==> src/hdl/pwsc_pkg.sv <==
// ----------------------------------------------------------------------------
// pwsc_pkg
// Shared widths, register indexes and pipeline payload types of the
// perspective warp source coordinate generator.
// ----------------------------------------------------------------------------
package pwsc_pkg;

  localparam int unsigned DEST_W    = 15;
  localparam int unsigned UNIT_W    = 21;
  localparam int unsigned UNIT_FRAC = 20;
  localparam int unsigned VEC_W     = 63;
  localparam int unsigned ORG_W     = 48;
  localparam int unsigned H_W       = 48;
  localparam int unsigned PP_W      = 31;
  localparam int unsigned PPV_W     = 62;
  localparam int unsigned SIZE_W    = 32;
  localparam int unsigned PIX_W     = 16;
  localparam int unsigned CFG_AW    = 3;
  localparam int unsigned CFG_DW    = 63;

  // Plane term x*u + y*u with 20 fraction bits.
  localparam int unsigned PLANE_W   = DEST_W + UNIT_W + 2;
  // Plane point, divisor, magnitudes.
  localparam int unsigned R_W       = 50;
  localparam int unsigned D_W       = 51;
  localparam int unsigned DM_W      = 50;
  localparam int unsigned RM_W      = 48;
  localparam int unsigned HALF_W    = 24;
  localparam int unsigned PROD_W    = 2 * HALF_W;
  localparam int unsigned NUM_W     = H_W + RM_W;
  // Quotient bits kept by the divider; larger quotients saturate.
  localparam int unsigned Q_W       = 63;
  localparam int unsigned R0_W      = NUM_W - Q_W;
  localparam int unsigned S_W       = 64;

  localparam logic [Q_W-1:0] Q_LIMIT = {1'b1, {(Q_W-1){1'b0}}};

  typedef enum logic [CFG_AW-1:0] {
    REG_UNIT_X,
    REG_UNIT_Y,
    REG_ORIGIN_X,
    REG_ORIGIN_Y,
    REG_ORIGIN_Z,
    REG_HEIGHT,
    REG_PP,
    REG_SIZE
  } reg_idx_e;

  typedef struct packed {
    logic [RM_W-1:0] rm_x;
    logic [RM_W-1:0] rm_y;
    logic            neg_x;
    logic            neg_y;
    logic [DM_W-1:0] dm;
    logic            dz;
  } proj_t;

  typedef struct packed {
    logic [DM_W-1:0] rem;
    logic [Q_W-1:0]  num;
    logic            ovf;
    logic            neg;
  } div_chan_t;

  typedef struct packed {
    div_chan_t       x;
    div_chan_t       y;
    logic [DM_W-1:0] dm;
    logic            dz;
  } div_t;

  typedef struct packed {
    logic [PIX_W-1:0] src_x;
    logic [PIX_W-1:0] src_y;
    logic             in_range;
  } res_t;

endpackage

==> src/hdl/pwsc_div_step.sv <==
// ----------------------------------------------------------------------------
// pwsc_div_step
// One restoring division step for both coordinates, one quotient bit each.
// ----------------------------------------------------------------------------
module pwsc_div_step (
  input  logic           clk_i,
  input  logic           rst_ni,
  input  logic           en_i,
  input  logic           valid_i,
  input  pwsc_pkg::div_t div_i,
  output logic           valid_o,
  output pwsc_pkg::div_t div_o
);

  function automatic pwsc_pkg::div_chan_t step(pwsc_pkg::div_chan_t c,
                                               logic [pwsc_pkg::DM_W-1:0] dm);
    logic [pwsc_pkg::DM_W:0] t;
    logic                    ge;
    pwsc_pkg::div_chan_t     o;
    t     = {c.rem, c.num[pwsc_pkg::Q_W-1]};
    ge    = (t >= {1'b0, dm});
    o     = c;
    o.rem = ge ? pwsc_pkg::DM_W'(t - {1'b0, dm}) : pwsc_pkg::DM_W'(t);
    o.num = {c.num[pwsc_pkg::Q_W-2:0], ge};
    return o;
  endfunction

  pwsc_pkg::div_t div_d, div_q;
  logic           v_q;

  always_comb begin
    div_d   = div_i;
    div_d.x = step(div_i.x, div_i.dm);
    div_d.y = step(div_i.y, div_i.dm);
  end

  always_ff @(posedge clk_i or negedge rst_ni) begin
    if (!rst_ni) begin
      v_q <= 1'b0;
    end else if (en_i) begin
      v_q <= valid_i;
    end
  end

  always_ff @(posedge clk_i) begin
    if (en_i) begin
      div_q <= div_d;
    end
  end

  assign valid_o = v_q;
  assign div_o   = div_q;

endmodule

==> config.mk <==
export PLATFORM = sky130hd
export DESIGN_NAME = pwsc_div_step
export DESIGN_NICKNAME = d
export VERILOG_FILES = /design/src/hdl/pwsc_pkg.sv /design/src/hdl/pwsc_div_step.sv
export SDC_FILE = /design/constraint.sdc
export NUM_CORES = 1
export LEC_CHECK = 0
export CORE_ASPECT_RATIO = 2
export CORE_UTILIZATION = 27
export DETAILED_ROUTE_END_ITERATION = 10
export DONT_BUFFER_PORTS = 1
export SETUP_SLACK_MARGIN = 0.15
export SLEW_MARGIN = 20
export SYNTH_ARGS = -nofsm -noshare
export SYNTH_HDL_FRONTEND = slang
export SYNTH_SLANG_ARGS = --single-unit
==> constraint.sdc <==
create_clock -name clk_i -period 1 [get_ports clk_i]
set_input_delay 0.2 -clock clk_i [delete_from_list [all_inputs] [get_ports clk_i]]
set_output_delay 0.2 -clock clk_i [all_outputs]
set_load 0.02 [all_outputs]
**Yosys cells after proc, flatten, opt, wreduce, memory -nomap -nowiden**

Index checks and enable logic that the tools add are counted.
W data, S select, Z words.

- Input port bits: 285
- Word-level logic and storage cells: 17
- Register bits: 282

- Muxes and demuxes: 2
- Order comparisons: 2
- Add/subtract/negate cells: 2

Operator list:

| cell | number |
|---|---|
| $ge A51 B50 Y1 | 2 |
| $mux W50 | 2 |
| $sub A50 B50 Y50 | 2 |

**Logic depth before layout (Yosys ltp)**

- Depth after elaboration: 2
- Gate-level depth with buffers: 15
- Gate-level depth less buffers: 13

**Least setup slack after synthesis**

Ideal clock, no wire load.

- Path type: input port to flip-flop
- From: input port div_i[2] in the netlist's numbering
- To: register div_q, in the netlist div_o[123], data pin
- Slack: -2.126 ns
- Stages: 14
- Buffers on the path: 2
- Library setup time: 0.260 ns
- Data required time: 0.740 ns
- Arrival: 2.866 ns
- Path through: inv_1 ha_1 nor2b_1 o31a_1 o41a_1 o211ai_2 a21o_2 a21boi_2 o31ai_4 and2_1 buf_6 inv_4 buf_6 mux2_4

RTL lines:

| item | line | source |
|---|---|---|
| start, declared | pwsc_div_step.sv:10 | `input pwsc_pkg::div_t div_i,` |
| end signal, assigned | pwsc_div_step.sv:47 | `div_q <= div_d;` |
| end, declared | pwsc_div_step.sv:28 | `pwsc_pkg::div_t div_d, div_q;` |

==> flow_metrics.tcl <==
set metrics [dict create \
    outcome "finished with violations" \
    violations "hold timing, setup timing" \
    place_congestion 0.957 \
    post-route-drc-count 0 \
    pre_cts_ws_ns -2.40 \
    fillers 5409 \
    firstDrtPassIters 5 \
    multi_input_area_um2 8400 \
    rows 125 \
    clk_pin_slew_ns 0.07 \
    routed_wl_um 83200 \
    drtIter0Drc 920 \
    vias 15118 \
    viasPerCell 5.06 \
    grt_overflow 0 \
    post_drt_wl_per_cell_um 27.9 \
    ff2ff_path_depth 2 \
    ys_ff_latch 282 \
    vdd_ir_drop_max_mv 1.24 \
    chipHeight_um 346 \
    timing.final.ws_setup_ns -1.51 \
    drive_above_1_share_pct 36.6 \
    pwr-share-clk_pct 27.6 \
    r2r_end "valid_o" \
    clockBufferDepth 3 \
    hp-start "en_i" \
    syn_area_um2 16000 \
    hold_viol 114 \
    slew_headroom_pct 40.1 \
    worstSetupPathType "input pin to flop" \
    dieWidth_um 174 \
    p_int_mw 26.9 \
    min_path_type "input pin to flop" \
    timing.setup.tns_ns -227.88 \
    nets 2590 \
    grt_pass1_vias 16276 \
    min_to "div_o[273]" \
    min_path_cells 0 \
    fp.coreArea_um2 58200 \
    instances_no_fill 2986 \
    cap_violations 0 \
    p_leak_nw 10.8 \
    power.total_mw 40.1 \
    seq_area_um2 8460 \
    die-area_um2 60100 \
    cts_made_buffers 27 \
    power_density_nw_per_um2 1520 \
    ys_warn_count 0 \
    drv_slew 0 \
    cts_tree "yes" \
    synth_top_area_share_pct 52.9 \
    synth_edf_count 281 \
    fin_crit_sh_pct 251 \
    ant_nets 0 \
    worst_setup_path_end_kind "flop" \
    yosys.cell_types.count 74 \
    setup_viol 384 \
    io_pins 567 \
    final_cell_area_um2 26400 \
    synth_nets 1820 \
    syn_to_final_growth_pct 65.3 \
    port_buffers 0 \
    synth_area_per_cell_um2 11.1 \
    grt_pass1_wl_um 115000 \
    htreeDepth 1 \
    worstPathArrival_ns 2.98 \
    dpl.hpwl_um 63300 \
    rsz0062_at_grt "yes" \
    min_period_ns 2.51 \
    synth_commonest_cells "281 x edfxtp_1, 140 x nand2_1, 112 x a21oi_1" \
    clkLatencyLatePin_ns 0.59 \
    postPlaceCellArea_um2 20400 \
    yosysMostFrequentCell "edfxtp_1" \
    synth_flop_cell "edfxtp_1" \
    rr_startpoint "valid_o" \
    crit_path_start_kind "input pin" \
    grt_usage_pct 26.9 \
    grt_max_degree 283 \
    antenna_found_initial 2 \
    critical_path.max_fanout 4 \
    r2r_setup_slack_ns 0.11 \
    fmaxAchievable_mhz 399 \
    worstMarginPinSlew_ns 0.899 \
    cp_data_required_time_ns 1.47 \
    syn_inst 1433 \
    start_util_pct 27.4 \
    comb_power_share_pct 29.9 \
    ys_async_sr_fraction_pct 0.355 \
    p_seq_share_pct 42.5 \
    switchingPower_mw 13.2 \
    ys_top_cells_by_area "edfxtp_1 53%, ha_1 7.8%, a21oi_1 3.5%, o21ai_0 3.5%, nand2_1 3.3%" \
    synth_top_cell_by_area "edfxtp_1" \
    clock_sinks 282 \
    swShare_pct 32.9 \
    fin_worst_skew_ns 0 \
    hold_slack_ns -0.272 \
    placed_cells 2609 \
    ys_seq_area_share_pct 53.0 \
    ctsRootBufferMaster "clkbuf_16" \
]
==> placed cells by master, fill, tap and decap left out, types with 36 or more instances in the layout <==
cell type,netlist,routed
buf_4,1,440
dlygate4sd3_1,0,282
edfxtp_1,281,281
nand2_1,140,104
a21oi_1,112,93
nor2_1,82,79
ha_1,100,67
inv_1,81,62
o21ai_0,111,51
a21o_1,50,50
xnor2_1,48,47
nand3_1,44,38
buf_6,4,36
==> metrics by stage <==
stage	hold slack, ns	util [%]
2_1_floorplan	-0.0956	-
3_3_place_gp	-0.0956	35.1
3_5_place_dp	-0.0956	35.1
4_1_cts	-0.301	44.3
5_1_grt	-0.306	45.3
6_report	-0.272	45.3
==> cell type report <==
| type | instances | share of cell area, % |
|---|---|---|
| Clock inverter | 19 | 0.802 |
| Sequential cell | 282 | 32.1 |
| Antenna cell | 1 | 0.00949 |
| Clock buffer | 30 | 2.60 |
| Tap cell | 762 | 3.61 |
| Multi-Input combinational cell | 1018 | 31.8 |
| Timing Repair Buffer | 792 | 27.6 |
| Inverter | 82 | 1.47 |
==> power by group through the flow <==
stage	Combinational [mW]	Sequential, mW	Clock, mW
floorplan	4.49	16.9	0
global placement	8.78	17.3	0
detailed placement	8.87	17.3	0
CTS	11.4	17.1	11.3
global route	12.8	17.1	11.6
finish	12.0	17.0	11.1
==> timing repair <==
action                                 4_1_cts  5_1_grt
pin swaps                                   49       38
cloned                                       6        3
setup endpoints to repair                  384      384
resized for setup                          267      103
buffers inserted                            23       13
hold buffers                               281        1
endpoints found under the hold margin      562      137
==> worst max-delay path by stage <==
| stage | startpoint | endpoint | slack, ns | cells past startpoint |
|---|---|---|---|---|
| after CTS | div_i[3] | div_o[278] | -1.45 | 14 |
| after detailed placement | div_i[21] | div_o[160] | -2.40 | 12 |
| after global routing | div_i[23] | div_o[278] | -1.59 | 13 |
| after global placement | div_i[21] | div_o[160] | -2.50 | 12 |
| after floorplan | div_i[2] | div_o[152] | -2.10 | 14 |
| final | div_i[2] | div_o[155] | -1.51 | 14 |
==> kinds of logic after synthesis <==
| kind of cell | after synthesis | synth area share [%] |
|---|---|---|
| AOI/OAI and AO/OA | 410 | 16.2 |
| and+or+nand+nor | 388 | 11.5 |
| DFF | 282 | 53.0 |
| buffers and inverters | 133 | 3.39 |
| adders and majority gates | 102 | 8.09 |
| xor gates and xnor gates | 77 | 4.23 |
| muxes | 41 | 3.54 |
==> worst max-delay path, cell delays in order <==
cell        delay, ns
clkinvlp_4       0.07
buf_12           0.15
ha_4             0.24
nor2b_4          0.13
o31a_1           0.27
o41a_1           0.35
o211ai_2         0.18
a21o_2           0.18
buf_4            0.11
buf_4            0.10
a21o_1           0.18
mux2_2           0.37
a221oi_2         0.24
mux2_4           0.21
==> registers in the layout, summed over array words and instances, names as in the netlist <==
register / flops
valid_o: 1
div_o: 281
==> routing by layer <==
metal / GRT usage [%] / vias to the layer above / part of all wire, %
li1: - / 6939 / -
met1: 26.0 / 7309 / 34
met2: 51.0 / 716 / 53
met3: 7.41 / 154 / 7.8
met4: 14.0 / 0 / 6.0
met5: 0 / - / 0
Note: power is estimated with default switching activity, not from simulation.
