<file path="config.mk">
export PLATFORM = sky130hd
export DESIGN_NAME = pwsc_round
export DESIGN_NICKNAME = d
export VERILOG_FILES = /design/src/hdl/pwsc_pkg.sv /design/src/hdl/pwsc_round.sv
export SDC_FILE = /design/constraint.sdc
export NUM_CORES = 1
export LEC_CHECK = 0
export CAP_MARGIN = 20
export CORE_MARGIN = 8
export CORE_UTILIZATION = 33
export DETAILED_ROUTE_END_ITERATION = 16
export DONT_BUFFER_PORTS = 1
export PLACE_DENSITY = 0.56
export SLEW_MARGIN = 15
export SYNTH_ARGS = -nofsm -noshare
export SYNTH_HDL_FRONTEND = slang
export SYNTH_SLANG_ARGS = --single-unit
</file>
<file path="constraint.sdc">
create_clock -name clk_i -period 7.9 [get_ports clk_i]
set_input_delay 0.395 -clock clk_i [delete_from_list [all_inputs] [get_ports clk_i]]
set_output_delay 0.395 -clock clk_i [all_outputs]
set_load 0.03 [all_outputs]
</file>
<file path="src/hdl/pwsc_pkg.sv">
// ----------------------------------------------------------------------------
// pwsc_pkg
// Shared widths, register indexes and pipeline payload types of the
// perspective warp source coordinate generator.
// ----------------------------------------------------------------------------
package pwsc_pkg;

  localparam int unsigned DEST_W    = 15;
  localparam int unsigned UNIT_W    = 21;
  localparam int unsigned UNIT_FRAC = 20;
  localparam int unsigned VEC_W     = 63;
  localparam int unsigned ORG_W     = 48;
  localparam int unsigned H_W       = 48;
  localparam int unsigned PP_W      = 31;
  localparam int unsigned PPV_W     = 62;
  localparam int unsigned SIZE_W    = 32;
  localparam int unsigned PIX_W     = 16;
  localparam int unsigned CFG_AW    = 3;
  localparam int unsigned CFG_DW    = 63;

  // Plane term x*u + y*u with 20 fraction bits.
  localparam int unsigned PLANE_W   = DEST_W + UNIT_W + 2;
  // Plane point, divisor, magnitudes.
  localparam int unsigned R_W       = 50;
  localparam int unsigned D_W       = 51;
  localparam int unsigned DM_W      = 50;
  localparam int unsigned RM_W      = 48;
  localparam int unsigned HALF_W    = 24;
  localparam int unsigned PROD_W    = 2 * HALF_W;
  localparam int unsigned NUM_W     = H_W + RM_W;
  // Quotient bits kept by the divider; larger quotients saturate.
  localparam int unsigned Q_W       = 63;
  localparam int unsigned R0_W      = NUM_W - Q_W;
  localparam int unsigned S_W       = 64;

  localparam logic [Q_W-1:0] Q_LIMIT = {1'b1, {(Q_W-1){1'b0}}};

  typedef enum logic [CFG_AW-1:0] {
    REG_UNIT_X,
    REG_UNIT_Y,
    REG_ORIGIN_X,
    REG_ORIGIN_Y,
    REG_ORIGIN_Z,
    REG_HEIGHT,
    REG_PP,
    REG_SIZE
  } reg_idx_e;

  typedef struct packed {
    logic [RM_W-1:0] rm_x;
    logic [RM_W-1:0] rm_y;
    logic            neg_x;
    logic            neg_y;
    logic [DM_W-1:0] dm;
    logic            dz;
  } proj_t;

  typedef struct packed {
    logic [DM_W-1:0] rem;
    logic [Q_W-1:0]  num;
    logic            ovf;
    logic            neg;
  } div_chan_t;

  typedef struct packed {
    div_chan_t       x;
    div_chan_t       y;
    logic [DM_W-1:0] dm;
    logic            dz;
  } div_t;

  typedef struct packed {
    logic [PIX_W-1:0] src_x;
    logic [PIX_W-1:0] src_y;
    logic             in_range;
  } res_t;

endpackage

</file>
<file path="src/hdl/pwsc_round.sv">
// ----------------------------------------------------------------------------
// pwsc_round
// Saturates and signs the quotient, adds the principal point, rounds to a
// pixel and checks it against the source size, in four stages.
// ----------------------------------------------------------------------------
module pwsc_round #(
  parameter int unsigned FRAC_BITS = 16
) (
  input  logic                          clk_i,
  input  logic                          rst_ni,
  input  logic                          en_i,
  input  logic                          valid_i,
  input  pwsc_pkg::div_t                div_i,
  input  logic [pwsc_pkg::PPV_W-1:0]    pp_i,
  input  logic [pwsc_pkg::SIZE_W-1:0]   size_i,
  output logic                          valid_o,
  output pwsc_pkg::res_t                res_o
);

  logic signed [pwsc_pkg::S_W-1:0] qs_d [2], qs_q [2];
  logic signed [pwsc_pkg::S_W-1:0] s_d  [2], s_q  [2];
  logic [pwsc_pkg::S_W-1:0]        mag_d[2], mag_q[2];
  logic                            sn_d [2], sn_q [2];
  logic [pwsc_pkg::PP_W-1:0]       ppc  [2];
  logic [pwsc_pkg::PIX_W-1:0]      lim  [2];
  pwsc_pkg::div_chan_t             ch   [2];
  logic                            dz1_q, dz2_q, dz3_q;
  pwsc_pkg::res_t                  res_d, res_q;
  logic                            v1_q, v2_q, v3_q, v4_q;

  assign ch[0]  = div_i.x;
  assign ch[1]  = div_i.y;
  assign ppc[0] = pp_i[pwsc_pkg::PP_W-1:0];
  assign ppc[1] = pp_i[pwsc_pkg::PPV_W-1:pwsc_pkg::PP_W];
  assign lim[0] = size_i[pwsc_pkg::PIX_W-1:0];
  assign lim[1] = size_i[pwsc_pkg::SIZE_W-1:pwsc_pkg::PIX_W];

  always_comb begin
    logic [pwsc_pkg::Q_W-1:0] q;
    for (int c = 0; c < 2; c++) begin
      q = (ch[c].ovf || ch[c].num > pwsc_pkg::Q_LIMIT) ? pwsc_pkg::Q_LIMIT : ch[c].num;
      qs_d[c] = ch[c].neg ? -$signed(pwsc_pkg::S_W'(q)) : $signed(pwsc_pkg::S_W'(q));
      s_d[c]  = qs_q[c] + $signed(pwsc_pkg::S_W'(ppc[c]));
      sn_d[c] = s_q[c][pwsc_pkg::S_W-1];
      mag_d[c] = sn_d[c] ? -s_q[c] : s_q[c];
    end
  end

  always_comb begin
    logic [pwsc_pkg::S_W-1:0] m [2];
    logic                     ok [2];
    for (int c = 0; c < 2; c++) begin
      m[c]  = (mag_q[c] + (pwsc_pkg::S_W'(1) << (FRAC_BITS - 1))) >> FRAC_BITS;
      // A negative value that rounds to zero is pixel zero.
      ok[c] = (!sn_q[c] || m[c] == '0)
            && (m[c][pwsc_pkg::S_W-1:pwsc_pkg::PIX_W] == '0)
            && (m[c][pwsc_pkg::PIX_W-1:0] < lim[c]);
    end
    res_d.in_range = !dz3_q && ok[0] && ok[1];
    res_d.src_x    = res_d.in_range ? m[0][pwsc_pkg::PIX_W-1:0] : '0;
    res_d.src_y    = res_d.in_range ? m[1][pwsc_pkg::PIX_W-1:0] : '0;
  end

  always_ff @(posedge clk_i or negedge rst_ni) begin
    if (!rst_ni) begin
      v1_q <= 1'b0;
      v2_q <= 1'b0;
      v3_q <= 1'b0;
      v4_q <= 1'b0;
    end else if (en_i) begin
      v1_q <= valid_i;
      v2_q <= v1_q;
      v3_q <= v2_q;
      v4_q <= v3_q;
    end
  end

  always_ff @(posedge clk_i) begin
    if (en_i) begin
      qs_q  <= qs_d;
      dz1_q <= div_i.dz;
      s_q   <= s_d;
      dz2_q <= dz1_q;
      sn_q  <= sn_d;
      mag_q <= mag_d;
      dz3_q <= dz2_q;
      res_q <= res_d;
    end
  end

  assign valid_o = v4_q;
  assign res_o   = res_q;

endmodule

</file>
# After elaboration in Yosys (flattened, before gate mapping)
# Index checks and enable logic that the tools add are counted.
dict set report totals {
  regBits 426
  latchBits 0
  ramBits 0
  rom_bits 0
  in_bits 379
  out_inout_bits 34
  word_cells 57
  mem_count 0
}
dict set report classes {
  add_sub_neg 8
  mul 0
  n_div 0
  order_cmp 4
  eq_ne 0
  shift 0
  muxes 6
  n_bitwise 0
  n_reduce_logical 17
}
# operator count
set ops {}
lappend ops {{$mux W63} 6}
lappend ops {{$add A64 B16 Y64 const B} 2}
lappend ops {{$add A64 B32 Y64} 2}
lappend ops {{$logic_not A64 Y1} 2}
lappend ops {{$neg A63 Y64} 2}
lappend ops {{$neg A64 Y64} 2}
lappend ops {{$gt A63 B63 Y1 const B} 2}
lappend ops {{$logic_not A48 Y1} 2}
lappend ops {{$lt A16 B16 Y1} 2}
lappend ops {{$logic_and A1 B1 Y1} 6}
lappend ops {{$logic_or A1 B1 Y1} 4}
lappend ops {{$logic_not A1 Y1} 3}

# Logic depth before layout (Yosys ltp)
# Gate-level depths: netlist of the first run.
dict set report logic_depth {
  word_depth 7
  mapped_depth 17
  depth_no_buf 15
}

# Worst setup path after synthesis of the first run
# Ideal clock, no wire load.
dict set report synth_timing {
  path_type {in2reg}
  startpoint {input port div_i[178] (netlist bit)}
  endpoint {register qs_q[114] (netlist bit) (data pin)}
  setup_ns 0.157
  t_arrival_ns 4.306
  required_time_ns 7.743
  path_slack_ns 3.437
  stages 16
  n_path_buf 3
  cell_sequence {or4_1 -> nand4b_1 -> or4_1 -> clkbuf_1 -> or2_2 -> o21ai_0 -> and2b_1 -> clkbuf_1 -> nand2_1 -> ha_1 -> nand3_1 -> o21ai_0 -> nor2_1 -> nor2_1 -> clkbuf_1 -> nor3_1}
}
# element line
set synth_rtl {}
lappend synth_rtl {{start: declaration} pwsc_round.sv:13} ;# input pwsc_pkg::div_t div_i,
lappend synth_rtl {{end signal: assignment} pwsc_round.sv:80} ;# qs_q <= qs_d;
lappend synth_rtl {{end: declaration} pwsc_round.sv:20} ;# logic signed [pwsc_pkg::S_W-1:0] qs_d [2], qs_q [2];

==> run metrics, run 1 <==
Max Clock Skew=between 0.02 and 0.025 ns; setup bufs post-CTS=0; Root Buffer=clkbuf_16; CP startpoint kind=input pin; Synth warnings=0; total CTS buffers=48; total wire length=76.1 mm; worst vdd ir=between 0.15 and 0.2 mV; cells after synthesis=between 2000 and 3000; clock slew at reported path FFs=0.06 ns; min-delay worst type=input pin to flip-flop; fin crit period=around 5.5 ns; Starting DRT DRC Count=1586; Max Cap Viol=0; Rows=102; met2 global-route usage=27.3%; Final #Nets=3002; GR Util met1=21.9%; reg2reg end=res_o[10]$_SDFFCE_PN0P_; first-pass GRT wire length=114 mm; critical path class=input pin to flip-flop; reg2reg setup slack=between 3 and 4 ns; CTS tree=built; Worst Max-Slew Pin Slew=1.04 ns; Mapped Nets=3003; Synth Register Bits=396; EDFF count, synth=392; starting density of the core=around 33%; reg-to-reg startpoint=mag_q[15]$_DFFE_PP_; most common flop cell mapped by yosys=edfxtp_1; Distinct cells, synth=86; Layout Utilization=36.8%; WP data required=8.35 ns; crit path DAT=between 5 and 6 ns; H-Tree Level Count=2; GRT Max-Usage Layer=met2; vias in the first global route=roughly 19000; Vert. Die Dim=~290 um; Sum Neg Setup Slack=0 ns; largest net degree at the start of global routing=226; final max-slew violation count=0; Critical Path Fanout Max=24; diode count=0; cts hold-fix bufs=17; Seq/Total Area, Yosys=46.6%; period utilization=70.0%; M3 GR Usage=under 10%; core area=0.0770 sq mm; Residual DRC=0; I/O Pins=between 400 and 500; GRT Residual Overflow=0; Post-Place Setup Slack=slightly above 2 ns; Cell Pwr Density=212 mW/mm^2; Slew HR=30.6%; Avg Cell Area, Syn=10.1 sq um; ys async rst share=1.01%; vias per cell=5.52; Setup Viol. Count Final=0; CTS sink count=396; setup ws final=roughly 2.4 ns; Hold Path Origin=div_i[101]; Vias=a little under 20000; Die X=between 200 and 300 um; Mapped Area=0.0255 sq mm; area grow syn2layout=11.2%; remaining antenna violation count=0; RSZ-0062 raised after global routing=false; Final Hold Viols=0; IO buf count=0; GR Util All Layers=between 10% and 20%; DR pass1 iterations=5; Fmax=181 MHz; reg2reg path depth=16; status=completed; Cells on Worst Hold Path=1; Hold EP=qs_q[48]$_DFFE_PP_; antenna violations before repair=4; CTS resizes=0; DP HPWL=around 58 mm; drt wl/cell=21.1 um; Setup crit end kind=flip-flop; Max Root-Sink Buffers=3; worst skew pair latency=around 0.60 ns; Leakage Power=0.00954 uW; die area=0.0863 sq mm; Routability Congestion=0.899; share of layout cells above drive strength 1=5.66%
## cell families after synthesis
| family | count (synthesis) | share of synthesized area, % |
|---|---|---|
| mux | 14 | 0.595 |
| xor+xnor | 334 | 11.5 |
| simple gates | 987 | 20.2 |
| buf+inv | 169 | 2.56 |
| compound gates | 528 | 13.6 |
| fa+ha+maj | 98 | 4.87 |
| flops | 396 | 46.6 |
## where the power goes
part / internal (uW) / switching (uW)
sequential: 2610 / 222
clock: 1300 / 893
combinational: 420 / 556
total: 4330 / 1670
## registers in the layout, summed over array words and instances, names as in the netlist, 2 cells and up
name and cells:
res_o 33, sn_q 2, s_q 128, mag_q 98, qs_q 128
## cells in the final DEF (no fill, tap or decap), drive strengths merged, types with 15 or more instances in the layout
| cell type | n |
|---|---|
| a21o | 31 |
| a21oi | 118 |
| o21a | 23 |
| edfxtp | 392 |
| or2 | 22 |
| nor4 | 55 |
| and3 | 47 |
| o31ai | 52 |
| or4 | 31 |
| and4 | 18 |
| nand2b | 15 |
| nand3 | 105 |
| inv | 91 |
| clkinv | 15 |
| nor2 | 193 |
| o21ai | 134 |
| a211oi | 16 |
| a311oi | 18 |
| nand4 | 63 |
| buf | 15 |
| nand2 | 216 |
| or3 | 40 |
| dlygate4sd3 | 16 |
| nor3 | 97 |
| ha | 96 |
| o41ai | 23 |
| a31oi | 24 |
| nor3b | 33 |
| xor2 | 109 |
| clkbuf | 60 |
| xnor2 | 225 |
## synth_stat cells (all sizes together) (6+ instances only)
master	count	area (sq um)
or2	22	138
or3	40	263
nor4b	6	58.8
nor2	193	724
o21bai	6	45.0
nor2b	13	81.3
clkbuf	72	270
and3	47	294
or4	31	238
a21oi	118	591
buf	10	56.3
a31o	6	52.6
mux2	9	101
nand4	63	394
edfxtp	392	11800
a21boi	7	52.6
o31ai	52	390
a21o	31	233
and4	18	158
o31a	9	78.8
nand2	216	811
nand2b	15	93.8
nor3	97	485
inv	87	327
xnor2	225	1970
xor2	109	955
and2	13	81.3
a31oi	24	150
a211oi	16	120
nor3b	33	248
nor4	55	372
o41ai	23	209
o21a	23	173
ha	96	1200
a311oi	18	158
o21ai	134	678
nand3	105	526
## worst max-delay path: stages
cell and delay, ns:
or4_1 0.58, nand4b_1 0.32, or4_1 0.71, or2_2 0.39, o21ai_0 0.22, and2b_1 0.72, nand2_1 0.17, ha_1 0.47
nand3_1 0.39, nor3_1 0.12, a21oi_1 0.45, nand2_1 0.19, o21ai_0 0.12, nand3_1 0.09, nand2_1 0.07, dlygate4sd3_1 0.55
## per-stage QoR
step	area, sq um	std cells	total power, uW	hold slack (ns)
2_1_floorplan	25500	2526	3510	0.0994
3_3_place_gp	26500	3496	3790	0.0995
6_report	28300	3601	6000	0.0467
3_5_place_dp	26500	3496	3810	0.0995
5_1_grt	28300	3601	6280	0.00660
4_1_cts	28300	3599	6070	0.00147
## worst max-delay path by stage
stage	start	to	cells after the start
2_1_floorplan	div_i[178]	qs_q[114]$_DFFE_PP_	16
5_1_grt	div_i[178]	qs_q[74]$_DFFE_PP_	16
4_1_cts	div_i[178]	qs_q[74]$_DFFE_PP_	16
6_report	div_i[178]	qs_q[74]$_DFFE_PP_	16
3_5_place_dp	div_i[178]	qs_q[86]$_DFFE_PP_	13
3_3_place_gp	div_i[178]	qs_q[86]$_DFFE_PP_	13
## routing by layer
| layer | part of all wire (%) | wire [um] | vias to the layer above |
|---|---|---|---|
| met3 | 6.4 | 4840 | 121 |
| met5 | 0.035 | 27 | - |
| met4 | 3.0 | 2260 | 4 |
| li1 | - | - | 9574 |
| met1 | 45 | 34000 | 9552 |
| met2 | 46 | 35000 | 623 |
## layout make-up
type	instances	area, sq um
inverter	87	327
fill	7596	48600
multi-input combinational	1961	13000
sequential	396	11900
clock inverter	26	284
timing repair buffer	31	300
clock buffer	60	1270
tap	1040	1300
(Power assumes the default switching activity.)
==> inputs of run 2 (changes only) <==
--- a/config.mk
+++ b/config.mk
@@ -10,7 +10,7 @@
 export CORE_UTILIZATION = 33
 export DETAILED_ROUTE_END_ITERATION = 16
 export DONT_BUFFER_PORTS = 1
-export PLACE_DENSITY = 0.56
+export PLACE_DENSITY = 0.57
 export SLEW_MARGIN = 15
 export SYNTH_ARGS = -nofsm -noshare
 export SYNTH_HDL_FRONTEND = slang
==> constraint.sdc (replaced) <==
create_clock -name clk_i -period 4.6 [get_ports clk_i]
set_input_delay 0.23 -clock clk_i [delete_from_list [all_inputs] [get_ports clk_i]]
set_output_delay 0.23 -clock clk_i [all_outputs]
set_load 0.03 [all_outputs]
==> run 2 against run 1 <==
  * Combinational power is 93% higher
  * Count of clock-buffer cells in the layout down 5
  * Die area did not move
  * Critical path type is now flip-flop to flip-flop
  * Clock skew up 0.0013 ns
  * Clock power rose by 69%
  * Sequential share of layout area shrank 2.5 points
  * Global-route usage rose by 1.1 points
==> run metrics, run 2 (same netlist as run 1, synthesis figures left out) <==
origin of the worst setup path=mag_q[19]$_DFFE_PP_; Vert. Die Dim=294 um (unchanged); Max Cap Viol=0 (unchanged); Cell Pwr Density=347 mW/mm^2 (+64%); Critical Path Fanout Max=33 (+38%); vias per cell=5.50 (-0.43%); drt wl/cell=21.4 um (+1.2%); CP startpoint kind=flip-flop; Routability Congestion=0.930 (+3.5%); reg2reg end=res_o[4]$_SDFFCE_PN0P_; fin crit period=4.15 ns; Max Root-Sink Buffers=3 (unchanged); Fmax=roughly 240 MHz; Cells on Worst Hold Path=2 (+1); most used cell, CP=nand4_1; most common cell after layout, fill and taps aside=edfxtp_1; IO buf count=0 (unchanged); first-pass GRT wire length=122 mm (+6.8%); antenna violations before repair=2 (-2); Top Registers=qs_q (128), s_q (128), mag_q (98); Die X=294 um (unchanged); area grow syn2layout=18.1%; Non-Filler Instances=3782 (+5.0%); vias in the first global route=20200 (+7.3%); Crit-path slowest cell=nor4_4; Root Buffer=clkbuf_16; final max-slew violation count=0 (unchanged); Rows=102 (unchanged); remaining antenna violation count=0 (unchanged); largest net degree at the start of global routing=397 (+76%); clock slew at reported path FFs=0.06 ns (about the same); reg-to-reg startpoint=mag_q[19]$_DFFE_PP_; Fillers=7496 (-1.3%); core area=0.0770 sq mm (unchanged); Vias=20800 (+4.6%); Setup crit end kind=flip-flop; I/O Pins=413 (unchanged); RSZ-0062 raised after global routing=false; WP data required=5.01 ns (-3.34 ns); Final Hold Viols=0 (unchanged); Starting DRT DRC Count=1755 (+11%); Hold Path Origin=div_i[113]; GRT Residual Overflow=0 (unchanged); starting density of the core=33.1% (unchanged); Leakage Power=0.0103 uW (+8.4%); status=completed; area of the multi-input gates=0.0130 sq mm (+0.13%); Register Area=0.0119 sq mm (unchanged); GR Util All Layers=17.8% (+1.1 points); Setup Viol. Count Final=0 (unchanged); Slowest Stage Delay on Critical Path=0.45 ns (-0.27 ns); share of layout cells above drive strength 1=6.79% (+1.1 points); period utilization=90.3%; critical path class=flip-flop to flip-flop; die area=0.0863 sq mm (unchanged); total wire length=80.8 mm (+6.2%); total CTS buffers=48 (unchanged); crit path DAT=4.57 ns (-1.41 ns); min-delay worst type=input pin to flip-flop; CTS sink count=396 (unchanged); DP HPWL=59.1 mm (+1.3%); critical-path cell list=nand2_1 > nor4_4 > nand4_1 > xnor2_1 > ha_1 > nor2b_1 > o21ai_0 > o2111ai_1 > a221oi_2 > nand4_1 > nor4_1 > nand4_1 > buf_6 > nor3b_1; Max Clock Skew=0.0255 ns (+0.00133 ns); number of cells in the design after placement=3519 (+0.66%); commonest cells after routing, fill and taps aside=edfxtp_1 (392), xnor2_1 (225), nand2_1 (216), nor2_1 (193), dlygate4sd3_1 (161); reg2reg path depth=14 (-2); worst skew pair latency=0.59 ns (about the same); Hold EP=qs_q[60]$_DFFE_PP_; CTS tree=built; DR pass1 iterations=6 (+1); Worst Max-Slew Pin Slew=0.993 ns (-0.0438 ns); Slew HR=33.2% (+2.6 points); Layout Utilization=39.1% (+2.3 points); worst vdd ir=0.279 mV (+53%); reg2reg setup slack=0.45 ns (-2.79 ns); Final #Nets=3178 (+5.9%); H-Tree Level Count=2 (unchanged); Residual DRC=0 (unchanged)
run 2: through the flow:
step	worst slack [ns]	cell area [sq um]	power, uW	hold slack [ns]	setup TNS (ns)
6_report	0.446	30100	10500	0.00723	0
5_1_grt	0.0118	30100	10900	0.0114	0
4_1_cts	0.119	29900	10500	-0.271	0
3_5_place_dp	-0.0435	26700	6550	-0.0655	-0.0549
3_3_place_gp	0.169	26700	6520	-0.0655	0
2_1_floorplan	0.302	25500	6040	-0.0656	0
run 2: worst max path at each step:
stage | endpoint | slack, ns | cells after the start
finish | res_o[4]$_SDFFCE_PN0P_ | 0.45 | 14
global route | res_o[20]$_SDFFCE_PN0P_ | 0.01 | 17
CTS | res_o[32]$_SDFFCE_PN0P_ | 0.12 | 14
detailed placement | res_o[32]$_SDFFCE_PN0P_ | -0.04 | 14
global placement | res_o[10]$_SDFFCE_PN0P_ | 0.17 | 14
floorplan | qs_q[114]$_DFFE_PP_ | 0.30 | 16
run 2: worst max-delay path, delay by kind of cell, from the launching register on:
kind                     cells  cell delay (ns)
AND/OR/NAND/NOR              8             1.94
AO/OA/AOI/OAI                3             0.67
flip-flops                   1             0.44
XOR/XNOR                     1             0.36
adder cells (fa/ha/maj)      1             0.31
buffers and inverters        1             0.24
run 2: area by class of cell:
cell class                      instances  area share, %
Multi-Input combinational cell       1961           43.1
Clock buffer                           55           4.15
Inverter                               87           1.09
Sequential cell                       396           39.5
Tap cell                             1040           4.33
Antenna cell                            1        0.00832
Timing Repair Buffer                  207           6.82
Clock inverter                         35           1.02
run 2: repair_timing:
action,CTS,global route
hold buffers,162,4
cloned,0,0
resized for setup,1,5
setup endpoints to repair,18,33
setup buffers,0,6
hold endpoints to repair,523,88
pin swaps,0,1
run 2: layer usage:
metal	wire [um]	vias to the layer above	GRT usage [%]
met5	10	-	0
met4	3050	2	6.13
met3	5530	193	4.19
met2	37100	768	28.9
met1	35100	9904	23.2
li1	-	9916	-
run 2: report_power, final:
part	leakage [uW]	internal [uW]	total, uW	switching (uW)
Sequential	0.00385	4480	4860	382
Combinational	0.00573	839	1880	1040
Clock	0.000759	2180	3710	1530
Total	0.0103	7500	10500	2950
==> inputs of run 3 (changes only) <==
--- a/config.mk
+++ b/config.mk
@@ -11,6 +11,8 @@
 export DETAILED_ROUTE_END_ITERATION = 16
 export DONT_BUFFER_PORTS = 1
 export PLACE_DENSITY = 0.57
+export RECOVER_POWER = 100
+export REMOVE_ABC_BUFFERS = 1
 export SLEW_MARGIN = 15
 export SYNTH_ARGS = -nofsm -noshare
 export SYNTH_HDL_FRONTEND = slang
==> run 3 against run 2 <==
  * The flow now finishes with violations (negative hold slack, max-capacitance violations, max-slew violations)
  * Final area decreased by 0.58%
  * Register-to-register slack got worse by 0.25 ns
  * Worst hold slack got worse by 0.22 ns
  * Count of clock-buffer cells in the layout increased by 4
  * Global-route usage increased by 0.070 points
  * Sequential power about the same
  * Maximum frequency decreased by 5.7%
  * Cell count decreased by 0.13%
  * Critical path type unchanged
==> run metrics, run 3 (same netlist as run 1, synthesis figures left out) <==
Slowest Stage Delay on Critical Path=0.71 ns (+0.26 ns); GR Util All Layers=17.9% (+0.070 points); Rows=102 (unchanged); delay-heaviest family, CP=simple AND/OR/NAND/NOR gates; Hold EP=s_q[22]$_DFFE_PP_; Max Cap Viol=1 (+1); min-delay worst type=input pin to flip-flop; Setup crit end kind=flip-flop; reg-to-reg startpoint=s_q[87]$_DFFE_PP_; number of cells in the design after placement=3527 (+0.23%); setup bufs post-CTS=0 (unchanged); Cells on Worst Hold Path=0 (-2); Cell Pwr Density=353 mW/mm^2 (+1.7%); Hold Path Origin=en_i; combinational cell fraction of total power=17.1% (-0.9 points); net switching power=2930 uW (-0.62%); Starting DRT DRC Count=1730 (-1.4%); total wire length=80.5 mm (-0.45%); worst skew pair latency=0.59 ns (about the same); RSZ-0062 raised after global routing=false; share of layout cells above drive strength 1=5.63% (-1.2 points); Non-Filler Instances=3777 (-0.13%); Final Hold Viols=65 (+65); Residual DRC=0 (unchanged); fin crit period=4.41 ns (+0.251 ns); dpl cell area=0.0268 sq mm (+0.23%); clock slew at reported path FFs=0.06 ns (about the same); status=finished, violations left; Die X=294 um (unchanged); Slew HR=-19.6% (-53 points); failing checks=negative hold slack, max-capacitance violations, max-slew violations; core area=0.0770 sq mm (unchanged); GRT Residual Overflow=0 (unchanged); most used cell, CP=or4_1; WP data required=4.93 ns (-0.08 ns); Routability Congestion=0.939 (+1.0%); I/O Pins=413 (unchanged); DR pass1 iterations=7 (+1); Worst Max-Slew Pin Slew=1.79 ns (+0.801 ns); Vert. Die Dim=294 um (unchanged); Final #Nets=3173 (-0.16%); critical path class=flip-flop to flip-flop; cts hold-fix bufs=158 (-2.5%); CP startpoint kind=flip-flop; Critical Path Fanout Max=11 (-67%); critical-path cell list=or3_1 > or4_1 > or4_1 > or4_1 > or4b_1 > nor4_1 > nand2_1 > o21ai_0 > xnor2_1; reg2reg path depth=9 (-5); IO buf count=0 (unchanged); die area=0.0863 sq mm (unchanged); fin area=0.0299 sq mm (-0.58%); hold_ws=-0.209 ns (-0.216 ns); period utilization=95.8% (+5.5 points); vias per cell=5.58 (+1.5%); clock power share=36.9% (+1.4 points); cell internal pwr=7630 uW (+1.8%); Flop pwr share=46.0% (-0.5 points); Worst Path Buf+Inv=0 (-1); Root Buffer=clkbuf_16; CTS tree=built; reg2reg setup slack=0.19 ns (-0.25 ns); first-pass GRT wire length=122 mm (+0.40%); final max-slew violation count=51 (+51); area grow syn2layout=17.5%; Sw Ratio=27.8% (-0.48 points); total CTS buffers=49 (+2.1%); vias in the first global route=20500 (+1.5%); Fmax=227 MHz (-5.7%); Leakage Power=0.0102 uW (-1.2%); largest net degree at the start of global routing=397 (unchanged); Top Registers=qs_q (128), s_q (128), mag_q (98); starting density of the core=33.1% (unchanged); remaining antenna violation count=0 (unchanged); H-Tree Level Count=2 (unchanged); Vias=21100 (+1.3%); Fillers=7455 (-0.55%); commonest cells after routing, fill and taps aside=edfxtp_1 (392), xnor2_1 (225), nand2_1 (216), nor2_1 (193), dlygate4sd3_1 (156); Crit-path slowest cell=or4b_1; Setup Viol. Count Final=0 (unchanged); Max Root-Sink Buffers=3 (unchanged); CTS sink count=396 (unchanged); most common cell after layout, fill and taps aside=edfxtp_1; Max Clock Skew=0.0146 ns (-0.0109 ns); reg2reg end=mag_q[126]$_DFFE_PP_; worst vdd ir=0.230 mV (-17%); crit path DAT=4.74 ns (+0.17 ns); DP HPWL=59.3 mm (+0.32%); antenna violations before repair=9 (+7); drt wl/cell=21.3 um (-0.32%)
[run 3: changes by cell type in the layout (fill, tap and decap cells not counted), sizes merged, moves of 3 or more]
cell / previous run / this run
clkbuf: 55 / 77
dlygate4sd3: 161 / 156
clkinv: 22 / 13
diode: 1 / 4
buf: 46 / 27
[run 3: cell type report]
| class | instances | area (sq um) | share of cell area, % |
|---|---|---|---|
| diodes | 4 | 10.0 | 0.0335 |
| clock buffers | 59 | 1280 | 4.30 |
| clock inverters | 29 | 343 | 1.15 |
| inverters | 87 | 327 | 1.09 |
| multi-input cells | 1961 | 12900 | 43.2 |
| flip-flops and latches | 396 | 11900 | 39.7 |
| well taps | 1040 | 1300 | 4.35 |
| repair buffers | 201 | 1860 | 6.21 |
[run 3: power groups by stage]
stage / clock network, uW / logic, uW / registers (uW)
final: 3900 / 1810 / 4860
after global routing: 4130 / 1990 / 4900
after CTS: 4020 / 1810 / 4860
after detailed placement: 0 / 1640 / 4930
after global placement: 0 / 1610 / 4920
after floorplan: 0 / 1210 / 4800
[run 3: timing repair]
action	CTS	global route
resized for setup	1	4
setup endpoints to repair	2	4
hold endpoints to repair	527	190
[run 3: worst max path at each step]
stage / startpoint / to / slack [ns] / cells after the start
2_1_floorplan: div_i[55] / qs_q[4]$_DFFE_PP_ / -0.98 / 11
3_3_place_gp: mag_q[16]$_DFFE_PP_ / res_o[31]$_SDFFCE_PN0P_ / -0.1 / 17
3_5_place_dp: mag_q[16]$_DFFE_PP_ / res_o[31]$_SDFFCE_PN0P_ / -0.1 / 17
4_1_cts: mag_q[16]$_DFFE_PP_ / res_o[31]$_SDFFCE_PN0P_ / 0.08 / 17
5_1_grt: s_q[87]$_DFFE_PP_ / mag_q[126]$_DFFE_PP_ / 0.01 / 9
6_report: s_q[87]$_DFFE_PP_ / mag_q[126]$_DFFE_PP_ / 0.19 / 9
[run 3: per-stage QoR]
step / TNS, ns / total power (uW) / util (%) / worst slack (ns)
global route: 0 / 11000 / 38.9 / 0.0149
global placement: -0.158 / 6530 / 34.8 / -0.0991
floorplan: -22.06 / 6010 / - / -0.978
detailed placement: -0.189 / 6570 / 34.8 / -0.0955
finish: 0 / 10600 / 38.9 / 0.195
CTS: 0 / 10700 / 39.0 / 0.0832
[run 3: per-layer routing]
metal / vias up / GRT usage, % / wire length [um]
met2: 833 / 29.2 / 36900
met3: 226 / 4.31 / 6160
met5: - / 0 / 67
met1: 10100 / 22.6 / 34000
met4: 10 / 7.16 / 3340
li1: 9913 / - / -
